===== config.mk =====
export PLATFORM = sky130hd
export DESIGN_NAME = elevator_request_queue_controller
export DESIGN_NICKNAME = d
export VERILOG_FILES = /design/src/rtl/erqc_pkg.sv /design/src/rtl/elevator_request_queue_controller.sv /design/src/rtl/erqc_cell.sv /design/src/rtl/erqc_chain.sv
export SDC_FILE = /design/constraint.sdc
export NUM_CORES = 1
export LEC_CHECK = 0
export ABC_AREA = 0
export BUFFER_PORTS_ARGS = -buffer_cell sky130_fd_sc_hd__buf_2
export CAP_MARGIN = 20
export CORE_MARGIN = 2
export CORE_UTILIZATION = 55
export CTS_CLUSTER_SIZE = 24
export DETAILED_ROUTE_END_ITERATION = 7
export GPL_TIMING_DRIVEN = 0
export PLACE_DENSITY = 0.72
export SLEW_MARGIN = 10
export SYNTH_ARGS = -nofsm -noshare
export SYNTH_HDL_FRONTEND = slang
export SYNTH_HIERARCHICAL = 1
export SYNTH_SLANG_ARGS = --single-unit

===== constraint.sdc =====
create_clock -name clock -period 8.6 [get_ports clock]
set_input_delay 0.43 -clock clock [delete_from_list [all_inputs] [get_ports clock]]
set_output_delay 0.43 -clock clock [all_outputs]
set_load 0.05 [all_outputs]

===== src/rtl/erqc_pkg.sv =====
// ----------------------------------------------------------------------------
// erqc_pkg
// Shared types and constants of the elevator request queue controller.
// ----------------------------------------------------------------------------
package erqc_pkg;

   localparam int FLOOR_W    = 6;
   localparam int NUM_FL_W   = 7;
   localparam int PENDING_W  = 5;
   localparam int MAX_FLOORS = 64;
   localparam int LIMIT_W    = 9;

   localparam logic FUNC_TICK    = 1'b0;
   localparam logic FUNC_REQUEST = 1'b1;

   localparam logic [NUM_FL_W-1:0] NUM_FLOORS_RESET = 7'd64;

   typedef struct packed {
      logic               func;
      logic [FLOOR_W-1:0] floor;
   } req_type;

   typedef struct packed {
      logic [FLOOR_W-1:0]   floor_now;
      logic [FLOOR_W-1:0]   floor_target;
      logic                 door_open;
      logic [PENDING_W-1:0] pending_count;
      logic                 dropped;
   } rsp_type;

   // per-cell controls
   typedef struct packed {
      logic load;
      logic shift;
   } cell_ctl_type;

   // queue-level controls from the sequencer
   typedef struct packed {
      logic append;
      logic remove_one;
   } queue_ctl_type;

   // queue status back to the sequencer
   typedef struct packed {
      logic               hit;
      logic [FLOOR_W-1:0] head;
   } queue_stat_type;

endpackage


===== src/rtl/elevator_request_queue_controller.sv =====
// Flow: an accepted request or plain tick goes to S_EMIT, which registers its result
//    once the output register is free; a door-closing tick first walks S_REMOVE.
// Input: a new item is taken only in S_IDLE, after the last result is registered,
//    and while that result waits; a door-closing tick holds it during the removal walk.
// Reset: synchronous, active high; clears the count, floors, door and the
//    output beat; num_floors returns to 64. Queue cells are not cleared.
// ----------------------------------------------------------------------------
// elevator_request_queue_controller
// Single-car controller: queue of requested floors in a row of cells, car
// position, target floor and door flag, stepped by tick and request beats.
// ----------------------------------------------------------------------------
module elevator_request_queue_controller #(
   parameter int QUEUE_DEPTH = 16
) (
   input  logic                           clock,
   input  logic                           reset,
   // request channel
   input  logic                           req_valid,
   output logic                           req_ready,
   input  erqc_pkg::req_type              req_data,
   // result channel
   output logic                           rsp_valid,
   input  logic                           rsp_ready,
   output erqc_pkg::rsp_type              rsp_data,
   // num_floors register write
   input  logic                           csr_valid,
   output logic                           csr_ready,
   input  logic [erqc_pkg::NUM_FL_W-1:0]  csr_data
);

   localparam int CNT_W = $clog2(QUEUE_DEPTH + 1);

   typedef enum logic [2:0] {
      S_IDLE   = 3'b001,
      S_REMOVE = 3'b010,
      S_EMIT   = 3'b100
   } state_type;

   state_type state_ff, state_in;

   logic [erqc_pkg::FLOOR_W-1:0]  cur_ff, cur_in;
   logic [erqc_pkg::FLOOR_W-1:0]  tgt_ff, tgt_in;
   logic                          door_ff, door_in;
   logic                          drop_ff, drop_in;
   logic [erqc_pkg::NUM_FL_W-1:0] num_floors_ff;
   logic                          rsp_valid_ff, rsp_valid_in;
   erqc_pkg::rsp_type             rsp_ff, rsp_in;

   erqc_pkg::queue_ctl_type  q_ctl;
   erqc_pkg::queue_stat_type q_stat;
   logic [CNT_W-1:0]         q_count;
   logic [CNT_W+4:0]         count_wide;

   logic req_fire;
   logic out_free;
   logic reject;

   // The key is always the car's floor: the match flag answers "is the
   // current floor queued" and also drives the removal walk.
   erqc_chain #(
      .QUEUE_DEPTH (QUEUE_DEPTH),
      .CNT_W       (CNT_W)
   ) u_chain (
      .clock   (clock),
      .reset   (reset),
      .ctl     (q_ctl),
      .key     (cur_ff),
      .wr_data (req_data.floor),
      .stat    (q_stat),
      .count   (q_count)
   );

   assign req_ready = (state_ff == S_IDLE);
   assign req_fire  = req_valid && req_ready;
   assign csr_ready = 1'b1;
   assign out_free  = !rsp_valid_ff || rsp_ready;

   // drop on full queue, floor beyond the configured count or the hard limit
   assign reject = (q_count == CNT_W'(QUEUE_DEPTH))
                || ({1'b0, req_data.floor} >= num_floors_ff)
                || (erqc_pkg::LIMIT_W'(req_data.floor)
                    >= erqc_pkg::LIMIT_W'(erqc_pkg::MAX_FLOORS));

   assign count_wide = (CNT_W + 5)'(q_count);

   always_comb begin
      state_in     = state_ff;
      cur_in       = cur_ff;
      tgt_in       = tgt_ff;
      door_in      = door_ff;
      drop_in      = drop_ff;
      rsp_valid_in = rsp_valid_ff;
      rsp_in       = rsp_ff;
      q_ctl        = '0;

      // retire the waiting beat
      if (rsp_valid_ff && rsp_ready) begin
         rsp_valid_in = 1'b0;
      end

      unique case (state_ff)
         S_IDLE: begin
            if (req_fire) begin
               drop_in  = 1'b0;
               state_in = S_EMIT;
               if (req_data.func == erqc_pkg::FUNC_REQUEST) begin
                  if (reject) begin
                     drop_in = 1'b1;
                  end else begin
                     q_ctl.append = 1'b1;
                     // retarget to the head; an empty queue's head is this floor
                     tgt_in = (q_count == '0) ? req_data.floor : q_stat.head;
                  end
               end else if (q_stat.hit) begin
                  if (door_ff) begin
                     door_in  = 1'b0;
                     state_in = S_REMOVE;
                  end else begin
                     door_in = 1'b1;
                  end
               end else if (!door_ff) begin
                  if (tgt_ff > cur_ff) begin
                     cur_in = cur_ff + erqc_pkg::FLOOR_W'(1);
                  end else if (tgt_ff < cur_ff) begin
                     cur_in = cur_ff - erqc_pkg::FLOOR_W'(1);
                  end
               end
            end
         end
         S_REMOVE: begin
            // drop one matching entry per cycle, then reload the target
            if (q_stat.hit) begin
               q_ctl.remove_one = 1'b1;
            end else begin
               if (q_count != '0) begin
                  tgt_in = q_stat.head;
               end
               state_in = S_EMIT;
            end
         end
         S_EMIT: begin
            // hold until the output register is free
            if (out_free) begin
               rsp_in.floor_now     = cur_ff;
               rsp_in.floor_target  = tgt_ff;
               rsp_in.door_open     = door_ff;
               rsp_in.pending_count = count_wide[erqc_pkg::PENDING_W-1:0];
               rsp_in.dropped       = drop_ff;
               rsp_valid_in         = 1'b1;
               state_in             = S_IDLE;
            end
         end
         default: begin
            state_in = S_IDLE;
         end
      endcase
   end

   always_ff @(posedge clock) begin
      if (reset) begin
         state_ff      <= S_IDLE;
         cur_ff        <= '0;
         tgt_ff        <= '0;
         door_ff       <= 1'b0;
         drop_ff       <= 1'b0;
         rsp_valid_ff  <= 1'b0;
         num_floors_ff <= erqc_pkg::NUM_FLOORS_RESET;
      end else begin
         state_ff     <= state_in;
         cur_ff       <= cur_in;
         tgt_ff       <= tgt_in;
         door_ff      <= door_in;
         drop_ff      <= drop_in;
         rsp_valid_ff <= rsp_valid_in;
         if (csr_valid && csr_ready) begin
            num_floors_ff <= csr_data;
         end
      end
   end

   // payload needs no reset
   always_ff @(posedge clock) begin
      rsp_ff <= rsp_in;
   end

   assign rsp_valid = rsp_valid_ff;
   assign rsp_data  = rsp_ff;

endmodule


===== src/rtl/erqc_cell.sv =====
// ----------------------------------------------------------------------------
// erqc_cell
// One queue slot: holds a floor, flags a match against the key and shifts
// its neighbor's floor in while a removal ripples past it.
// ----------------------------------------------------------------------------
module erqc_cell (
   input  logic                         clock,
   input  erqc_pkg::cell_ctl_type       ctl,
   input  logic                         occupied,
   input  logic [erqc_pkg::FLOOR_W-1:0] key,
   input  logic [erqc_pkg::FLOOR_W-1:0] wr_data,
   input  logic [erqc_pkg::FLOOR_W-1:0] right_data,
   input  logic                         shift_in,
   output logic [erqc_pkg::FLOOR_W-1:0] entry,
   output logic                         shift_out,
   output logic                         hit
);

   logic [erqc_pkg::FLOOR_W-1:0] entry_ff;

   assign hit       = occupied && (entry_ff == key);
   assign shift_out = shift_in || hit;
   assign entry     = entry_ff;

   always_ff @(posedge clock) begin
      if (ctl.shift && shift_out) begin
         entry_ff <= right_data;
      end else if (ctl.load) begin
         entry_ff <= wr_data;
      end
   end

endmodule


===== src/rtl/erqc_chain.sv =====
// ----------------------------------------------------------------------------
// erqc_chain
// Row of queue cells with the fill count. Appends at the tail, removes the
// first entry equal to the key per cycle by shifting the rest toward the head.
// ----------------------------------------------------------------------------
module erqc_chain #(
   parameter int QUEUE_DEPTH = 16,
   parameter int CNT_W       = 5
) (
   input  logic                         clock,
   input  logic                         reset,
   input  erqc_pkg::queue_ctl_type      ctl,
   input  logic [erqc_pkg::FLOOR_W-1:0] key,
   input  logic [erqc_pkg::FLOOR_W-1:0] wr_data,
   output erqc_pkg::queue_stat_type     stat,
   output logic [CNT_W-1:0]             count
);

   logic [CNT_W-1:0] count_ff;
   logic [CNT_W-1:0] count_in;

   logic [erqc_pkg::FLOOR_W-1:0] entry [QUEUE_DEPTH];
   logic [QUEUE_DEPTH:0]         shift_chain;
   logic [QUEUE_DEPTH-1:0]       hits;

   assign shift_chain[0] = 1'b0;

   for (genvar i = 0; i < QUEUE_DEPTH; i++) begin : g_cell
      erqc_pkg::cell_ctl_type       cell_ctl;
      logic [erqc_pkg::FLOOR_W-1:0] right_data;

      assign cell_ctl.load  = ctl.append && (CNT_W'(i) == count_ff);
      assign cell_ctl.shift = ctl.remove_one;

      if (i == QUEUE_DEPTH - 1) begin : g_tail
         assign right_data = entry[i];
      end else begin : g_body
         assign right_data = entry[i+1];
      end

      erqc_cell u_cell (
         .clock      (clock),
         .ctl        (cell_ctl),
         .occupied   (CNT_W'(i) < count_ff),
         .key        (key),
         .wr_data    (wr_data),
         .right_data (right_data),
         .shift_in   (shift_chain[i]),
         .entry      (entry[i]),
         .shift_out  (shift_chain[i+1]),
         .hit        (hits[i])
      );
   end

   assign stat.hit  = |hits;
   assign stat.head = entry[0];
   assign count     = count_ff;

   always_comb begin
      count_in = count_ff;
      if (ctl.append) begin
         count_in = count_ff + CNT_W'(1);
      end else if (ctl.remove_one) begin
         count_in = count_ff - CNT_W'(1);
      end
   end

   always_ff @(posedge clock) begin
      if (reset) begin
         count_ff <= '0;
      end else begin
         count_ff <= count_in;
      end
   end

endmodule


==> reports/metrics.cfg <==
[worst_setup_path]
start_kind = register
max_stage_delay_ns = 0.44
r2r-start = u_chain/count[4]$_SDFFE_PP0P_
crit_type = reg -> reg
cp_top_family = simple AND/OR/NAND/NOR gates
crit_start = u_chain/count[4]$_SDFFE_PP0P_
cp_max_fo = 10
critical_path_depth = 22
endpoint_kind = register
cpMostUsedCell = or2_2
cp.arrival_ns = 7.83
critPathBufInv = 1
crit_required_ns = 8.77
reg2regPathDepth = 22
worstPathCellList = clkbuf_1 > nor2_1 > nand2_1 > and4_1 > nor4b_1 > or2_2 > or2_2 > or2_2 > or2_2 > or2_2 > or2_2 > or2_2 > or2_2 > or2_2 > or2_2 > or2_2 > or2_2 > or2_2 > or2_2 > or2_2 > a22oi_4 > mux2_4
cp_slowest_cell = dfxtp_1

[routing]
via_per_inst = 5.79
num_vias = 5732
first_pass_iters = 4
first_iter_violations = 339
routed_wl_um = 20100
antenna_left = 0
routedWlPerCell_um = 20.3
drcViolationCount = 0

[placed_design]
dp_cells = 958
hpwl_um = 14300
routabilityCongestion = 0.858
port_buffers = 38

[clock_network]
clock_latency_ns = 0.42
cts_buffers = 17
htreeDepth = 4
postCtsSetupBuffers = 0
clk_transition_reported_paths_ns = 0.06
ctsHoldBuffers = 0
cts_tree = yes
cts_resized = 0
cts-root-buf = clkbuf_16
clockBufferDepth = 2
clock_sinks = 145

[global_route]
grt_pass1_wl_um = 32300
grt_pass1_vias = 6141
grt_max_degree = 26
grt_antenna_before_repair = 0
grt-ovfl-total = 0
grt_usage_pct = 23.5

[synth]
netlist_area_um2 = 9320
syn_area_per_cell_um2 = 13.4
yosys_warnings = 6
syn_inst = 694

[finish]
multiInputGateArea_um2 = 5120
final_cell_mix = edfxtp_1, mux2_4, xnor2_1
drive_above_1_share_pct = 32.2
seq_area_um2 = 4060
fin_nets = 798
final_common_cell = edfxtp_1
stdcell_count = 990
fill_cells = 1292
synthToLayoutAreaGrowth_pct = 12.1
antenna_cells = 0

[timing]
slew_headroom_pct = 45.6
tns_ns = 0
report.final.setup_viol = 0
final.min_clock_period_ns = 7.66
final_hold_viol_count = 0
rsz0062_at_grt = false
tightest_slew_ns = 0.804
clock.fmax_mhz = 131
finClkSkew_ns = 0.0106
finalCritPeriodShare_pct = 89.1
final_max_slew_viol_count = 0

[power]
swShare_pct = 30.2
combinationalPowerShare_pct = 23.6
clkPwrFrac_pct = 33.7
p_int_uw = 1390
pwr-share-seq_pct = 42.7
p_sw_uw = 603
ir_drop_mv = 0.144
p_leak_uw = 0.00481
powerDensity_nw_per_um2 = 191

[die]
dieArea_um2 = 18000
core_um2 = 16600
die_h_um = 134
rows = 47
die_x_um = 134
start_util_pct = 56.2
io_pins = 41

[min_path]
min-delay-start = csr_data[6]
min_path_cells = 2
holdCritPathClass = in -> reg

[status]
outcome = completed

[flow_run]
drv_cap = 0

[stage by stage]
step                hold WS, ns  power (uW)  utilization [%]  area (um2)  setup slack (ns)
floorplan                 0.408        1190                -        9320              1.44
global placement          0.419        1290             59.0        9790             0.773
detailed placement        0.416        1320             59.8        9910             0.943
CTS                       0.202        2010             63.0       10400             0.933
global route              0.213        2090             63.0       10400             0.678
finish                    0.218        2000             63.0       10400             0.937
[power by group through the flow]
stage / combinational [uW] / clock, uW / sequential, uW
after floorplan: 345 / 0 / 849
after global placement: 405 / 0 / 880
after detailed placement: 456 / 0 / 868
after CTS: 467 / 685 / 853
after global routing: 511 / 718 / 857
final: 470 / 673 / 852
[flip-flops by register name (all words and copies together) (netlist names), 3 cells and up]
signal and count:
u_chain/g_cell.u_cell/entry 96, rsp_data 19, num_floors_ff 7, cur_ff 6
tgt_ff 6, u_chain/count 5, state_ff 3
[routing by layer]
layer,wire length (um),GRT usage [%]
met1,9020,29.9
met2,10100,40.8
met3,688,4.57
met4,221,6.37
met5,0,0
[final timing paths]
kind / to / slack, ns
setup / recovery: u_chain/g_cell[15].u_cell/entry[2]$_DFFE_PP_ / 0.94
hold / removal: num_floors_ff[6]$_SDFFE_PP1P_ / 0.22
setup reg to reg: u_chain/g_cell[15].u_cell/entry[2]$_DFFE_PP_ / 0.94
hold reg to reg: rsp_data[0]$_DFFE_PP_ / 0.44
[cell type report]
class | instances | area share (%)
multi-input cells | 516 | 49.0
flip-flops and latches | 145 | 38.9
clock buffers | 26 | 4.79
repair buffers | 43 | 2.95
well taps | 220 | 2.64
inverters | 21 | 0.755
plain buffers | 13 | 0.719
clock inverters | 6 | 0.299
No activity file was read; power rests on OpenSTA's default activity.
